--- src/sv/rlc_pkg.sv ---
// ----------------------------------------------------------------------------
// rlc_pkg
// Shared constants, codes and types of the RGBA layer compositor.
// ----------------------------------------------------------------------------
package rlc_pkg;

   localparam int MAX_WIDTH  = 256;
   localparam int MAX_HEIGHT = 256;
   localparam int X_W        = $clog2(MAX_WIDTH);
   localparam int Y_W        = $clog2(MAX_HEIGHT);
   localparam int ADDR_W     = X_W + Y_W;
   localparam int DEPTH      = MAX_WIDTH * MAX_HEIGHT;

   localparam int PIX_W      = 32;
   localparam int CH_W       = 8;
   localparam int LANES      = PIX_W / CH_W;
   localparam int PROD_W     = 2 * CH_W;
   localparam int POS_W      = 12;
   localparam int DIM_W      = 9;
   localparam int CSR_IDX_W  = 2;

   localparam logic [1:0] REQ_CLEAR = 2'd0;
   localparam logic [1:0] REQ_BLEND = 2'd1;

   localparam logic [1:0] STAT_READ    = 2'd0;
   localparam logic [1:0] STAT_BLENDED = 2'd1;
   localparam logic [1:0] STAT_CLIPPED = 2'd2;
   localparam logic [1:0] STAT_CLEARED = 2'd3;

   localparam logic [CSR_IDX_W-1:0] CSR_FRAME_WIDTH  = 2'd0;
   localparam logic [CSR_IDX_W-1:0] CSR_FRAME_HEIGHT = 2'd1;

   typedef struct packed {
      logic              we;
      logic [ADDR_W-1:0] addr;
      logic [PIX_W-1:0]  wdata;
   } ram_wr_type;

endpackage

--- src/sv/rlc_blend.sv ---
// ----------------------------------------------------------------------------
// rlc_blend
// Source-over mix of four 8-bit lanes: products are registered, then each
// lane sum is divided by 255 with round-down.
// ----------------------------------------------------------------------------
module rlc_blend (
   input  logic                      clock,
   input  logic                      load,
   input  logic [rlc_pkg::PIX_W-1:0] src,
   input  logic [rlc_pkg::PIX_W-1:0] dst,
   output logic [rlc_pkg::PIX_W-1:0] mix
);

   logic [rlc_pkg::PROD_W-1:0] src_prod_ff [rlc_pkg::LANES];
   logic [rlc_pkg::PROD_W-1:0] dst_prod_ff [rlc_pkg::LANES];
   logic [rlc_pkg::PROD_W-1:0] src_prod_in [rlc_pkg::LANES];
   logic [rlc_pkg::PROD_W-1:0] dst_prod_in [rlc_pkg::LANES];
   logic [rlc_pkg::CH_W-1:0]   alpha;
   logic [rlc_pkg::CH_W-1:0]   inv_alpha;

   assign alpha     = src[rlc_pkg::PIX_W-1 -: rlc_pkg::CH_W];
   assign inv_alpha = ~alpha;

   always_comb begin
      for (int k = 0; k < rlc_pkg::LANES; k++) begin
         src_prod_in[k] = rlc_pkg::PROD_W'(src[k*rlc_pkg::CH_W +: rlc_pkg::CH_W]) *
                          rlc_pkg::PROD_W'(alpha);
         dst_prod_in[k] = rlc_pkg::PROD_W'(dst[k*rlc_pkg::CH_W +: rlc_pkg::CH_W]) *
                          rlc_pkg::PROD_W'(inv_alpha);
      end
   end

   always_ff @(posedge clock) begin
      if (load) begin
         for (int k = 0; k < rlc_pkg::LANES; k++) begin
            src_prod_ff[k] <= src_prod_in[k];
            dst_prod_ff[k] <= dst_prod_in[k];
         end
      end
   end

   // The sum never exceeds 255*255, where (n + n/256 + 1)/256 equals n/255.
   always_comb begin
      logic [rlc_pkg::PROD_W:0] sum;
      logic [rlc_pkg::PROD_W:0] adj;
      for (int k = 0; k < rlc_pkg::LANES; k++) begin
         sum = {1'b0, src_prod_ff[k]} + {1'b0, dst_prod_ff[k]};
         adj = sum + (sum >> rlc_pkg::CH_W) + (rlc_pkg::PROD_W+1)'(1);
         mix[k*rlc_pkg::CH_W +: rlc_pkg::CH_W] = adj[rlc_pkg::CH_W +: rlc_pkg::CH_W];
      end
   end

endmodule

--- config.mk ---
export PLATFORM = sky130hd
export DESIGN_NAME = rlc_blend
export DESIGN_NICKNAME = d
export VERILOG_FILES = /design/src/sv/rlc_pkg.sv /design/src/sv/rlc_blend.sv
export SDC_FILE = /design/constraint.sdc
export NUM_CORES = 1
export LEC_CHECK = 0
export ABC_AREA = 1
export CORE_MARGIN = 5
export CORE_UTILIZATION = 50
export CTS_CLUSTER_DIAMETER = 120
export DETAILED_ROUTE_END_ITERATION = 10
export DONT_BUFFER_PORTS = 1
export GPL_TIMING_DRIVEN = 0
export PLACE_DENSITY = 0.7
export SYNTH_ARGS = -nofsm -noshare
export SYNTH_HDL_FRONTEND = slang
export SYNTH_SLANG_ARGS = --single-unit
--- constraint.sdc ---
create_clock -name clock -period 13.48 [get_ports clock]
set_input_delay 0 -clock clock [delete_from_list [all_inputs] [get_ports clock]]
set_output_delay 0 -clock clock [all_outputs]
set_load 0.01 [all_outputs]
==> impl_metrics.py <==
metrics = {
    "floorplan": {
        "core_area_um2": 51100,
        "die_y_um": 237,
        "die-area_um2": 56000,
        "io_pins": 98,
        "num_rows": 83,
        "die_w_um": 237,
        "initial_core_util": 0.503,
    },
    "sta": {
        "period_needed_ps": 4970,
        "max_freq_mhz": 201,
        "rsz0062_at_grt": "false",
        "fin_ws_ps": 8510,
        "finalMaxSlewViolations": 0,
        "setup_violations": 0,
        "tightestPinTransition_ps": 949,
        "tns_ps": 0,
        "slew_headroom": 0.367,
        "hold_violations": 0,
        "min_period_over_period": 0.369,
    },
    "pwr": {
        "switching_power_mw": 3.43,
        "clkPwrFrac": 0.070,
        "vdd_drop_max_v": 0.000200,
        "power_per_cell_area_nw_per_um2": 229,
        "sw_frac_of_total": 0.552,
        "power.share.sequential": 0.122,
        "p_int_mw": 2.79,
        "p_leak_nw": 15.7,
        "comb_power_share": 0.808,
    },
    "clock_network": {
        "cts_sinks": 127,
        "cts_resized": 0,
        "cts_max_level": 4,
        "cts_buffers": 17,
        "path_clk_slew_ps": 50,
        "cts_setup_buffers": 0,
        "clockBufferDepth": 2,
        "cts-root-buf": "clkbuf_16",
        "tritoncts": "built",
    },
    "drt": {
        "vias": 20737,
        "viasPerCell": 5.08,
        "drc": 0,
        "drt_iter0_markers": 1288,
        "ant_nets": 0,
        "routedWlPerCell_um": 15.0,
        "first_pass_iters": 6,
        "finalWirelength_um": 61200,
    },
    "placed_design": {
        "dp_hpwl_um": 50800,
        "gp_congestion": 0.920,
        "dp_slack_ps": 8210,
        "port_buffers": 0,
    },
    "setup_path": {
        "endpoint_kind": "register",
        "required_ps": 13710,
        "crit_arrival_ps": 5190,
        "timing_worst_setup_path_type": "in -> reg",
        "critPathLaunchType": "input port",
        "path_max_fanout": 10,
    },
    "hold_path": {
        "min_from": "dst[25]",
        "whs_path_depth": 3,
        "whs_endpoint": "dst_prod_ff[3][1]",
        "worstHoldPathType": "in -> reg",
    },
    "logic_synthesis": {
        "ys_seq_area_frac": 0.149,
        "ys_seq_elements": 127,
        "yosys_warnings": 0,
        "synth_cell_types": 40,
        "synth-edff-count": 127,
        "syn-instance-count": 3360,
        "avgSynthCellArea_um2": 7.64,
        "synthFlopType": "edfxtp_1",
        "syn-cell-area_um2": 25700,
        "async_flop_share": 0,
        "synth.net_count": 4081,
    },
    "layout": {
        "regArea_um2": 3810,
        "fillCellCount": 4949,
        "drive_gt1_frac": 0.0459,
        "multi_input_area_um2": 18600,
        "nNetsFinal": 4110,
        "area_growth_pct": 5.89,
    },
    "global_route": {
        "antenna_found_initial": 5,
        "grt_pass1_wl_um": 102000,
        "grt.overflow.total": 0,
        "grt_max_degree": 128,
        "grt.total_usage": 0.224,
        "grt_pass1_vias": 20604,
    },
    "status": {
        "status": "finished clean",
    },
    "job": {
        "drv_cap": 0,
    },
}
-- power groups by stage --
stage          clock (mW)  combinational, mW  sequential [mW]
2_1_floorplan           0               4.05            0.728
3_3_place_gp            0               4.97            0.765
3_5_place_dp            0               5.02            0.764
4_1_cts             0.445               5.07            0.761
5_1_grt             0.462               5.82            0.770
6_report            0.435               5.03            0.757
-- Yosys cell counts (9+ instances only) --
cell type	number	area, um2
o21ai_0	41	205
inv_1	792	2970
nor2_1	284	1070
nand2_2	44	275
nand3_1	102	510
a31oi_1	14	87.6
nand3_2	17	170
nor2_2	17	106
nor3_1	13	65.1
xnor2_1	31	272
nand2_1	752	2820
o21bai_1	11	82.6
buf_1	18	67.6
edfxtp_1	127	3810
a21oi_1	140	701
clkbuf_2	24	120
ha_1	377	4720
clkbuf_1	37	139
nand4_1	56	350
xor2_1	115	1010
o21ai_1	9	45.0
fa_1	278	5570
-- critical path, cell delays in order --
cell	delay, ps
clkbuf_1	300
clkbuf_1	640
buf_1	630
nand2_1	160
fa_1	540
inv_1	100
fa_1	520
fa_1	490
inv_1	40
fa_1	470
inv_1	40
ha_1	350
nand2_1	100
o21ai_0	250
nand2_1	90
nand4_1	110
xor2_1	320
-- flip-flops by register name (all words and copies together) (netlist names) --
signal and cells:
dst_prod_ff 64, src_prod_ff 63
-- final cells by class --
type | count | share of cell area
Timing Repair Buffer | 10 | 0.00433
Inverter | 795 | 0.110
Antenna cell | 2 | 0.000184
Clock inverter | 9 | 0.00345
Tap cell | 680 | 0.0313
Sequential cell | 127 | 0.140
Multi-Input combinational cell | 2359 | 0.682
Clock buffer | 22 | 0.0163
Buffer | 79 | 0.0120
-- logic make-up (layout without fill, tap and decap cells) --
group / after synthesis / in the layout / synth area share
simple gates: 1318 / 1318 / 0.221
buf+inv: 874 / 915 / 0.129
fa+ha+maj: 655 / 655 / 0.400
compound gates: 240 / 240 / 0.0515
xor+xnor: 146 / 146 / 0.0498
flops: 127 / 127 / 0.149
other cells: 0 / 2 / 0
-- cells in the final DEF (no fill, tap or decap), types with 18 or more instances in the layout --
master / count
nor2_1: 284
ha_1: 377
a21oi_1: 140
o21ai_0: 41
edfxtp_1: 127
xnor2_1: 31
fa_1: 278
clkbuf_2: 24
buf_1: 18
nand4_1: 56
inv_1: 792
nand2_1: 752
nand2_2: 44
clkbuf_1: 42
xor2_1: 115
nand3_1: 102
-- timing repair --
| action | 4_1_cts | 5_1_grt |
|---|---|---|
| endpoints found under the setup margin | 0 | 0 |
| endpoints found under the hold margin | 136 | 0 |
| hold buffers | 10 | 0 |
-- per-layer routing --
metal	vias to the layer above	GRT usage	part of all wire
met5	-	0.0121	0.0022
met4	8	0.0701	0.029
met3	101	0.0479	0.073
met2	551	0.373	0.46
met1	9712	0.293	0.44
li1	10365	-	-
-- through the flow --
| step | instance area (um2) | std cells | hold slack (ps) | power, mW | utilization |
|---|---|---|---|---|---|
| floorplan | 25700 | 3360 | 98.9 | 4.78 | - |
| global placement | 26500 | 4040 | 99.6 | 5.73 | 0.519 |
| detailed placement | 26500 | 4040 | 99.6 | 5.79 | 0.519 |
| CTS | 27200 | 4081 | 12.5 | 6.28 | 0.532 |
| global route | 27200 | 4083 | 86.1 | 7.05 | 0.532 |
| finish | 27200 | 4083 | 41.5 | 6.22 | 0.532 |
-- how the worst max path moves through the flow --
stage	start	endpoint	slack, ps	depth (start not counted)
CTS	src[30]	src_prod_ff[3][14]	8640	17
global route	src[30]	src_prod_ff[3][14]	8300	17
finish	src[30]	src_prod_ff[3][14]	8510	17
detailed placement	src[30]	src_prod_ff[3][14]	8210	17
floorplan	src[27]	src_prod_ff[0][12]	9260	17
global placement	src[27]	dst_prod_ff[2][13]	8280	19
No activity file was read; power rests on OpenSTA's default activity.
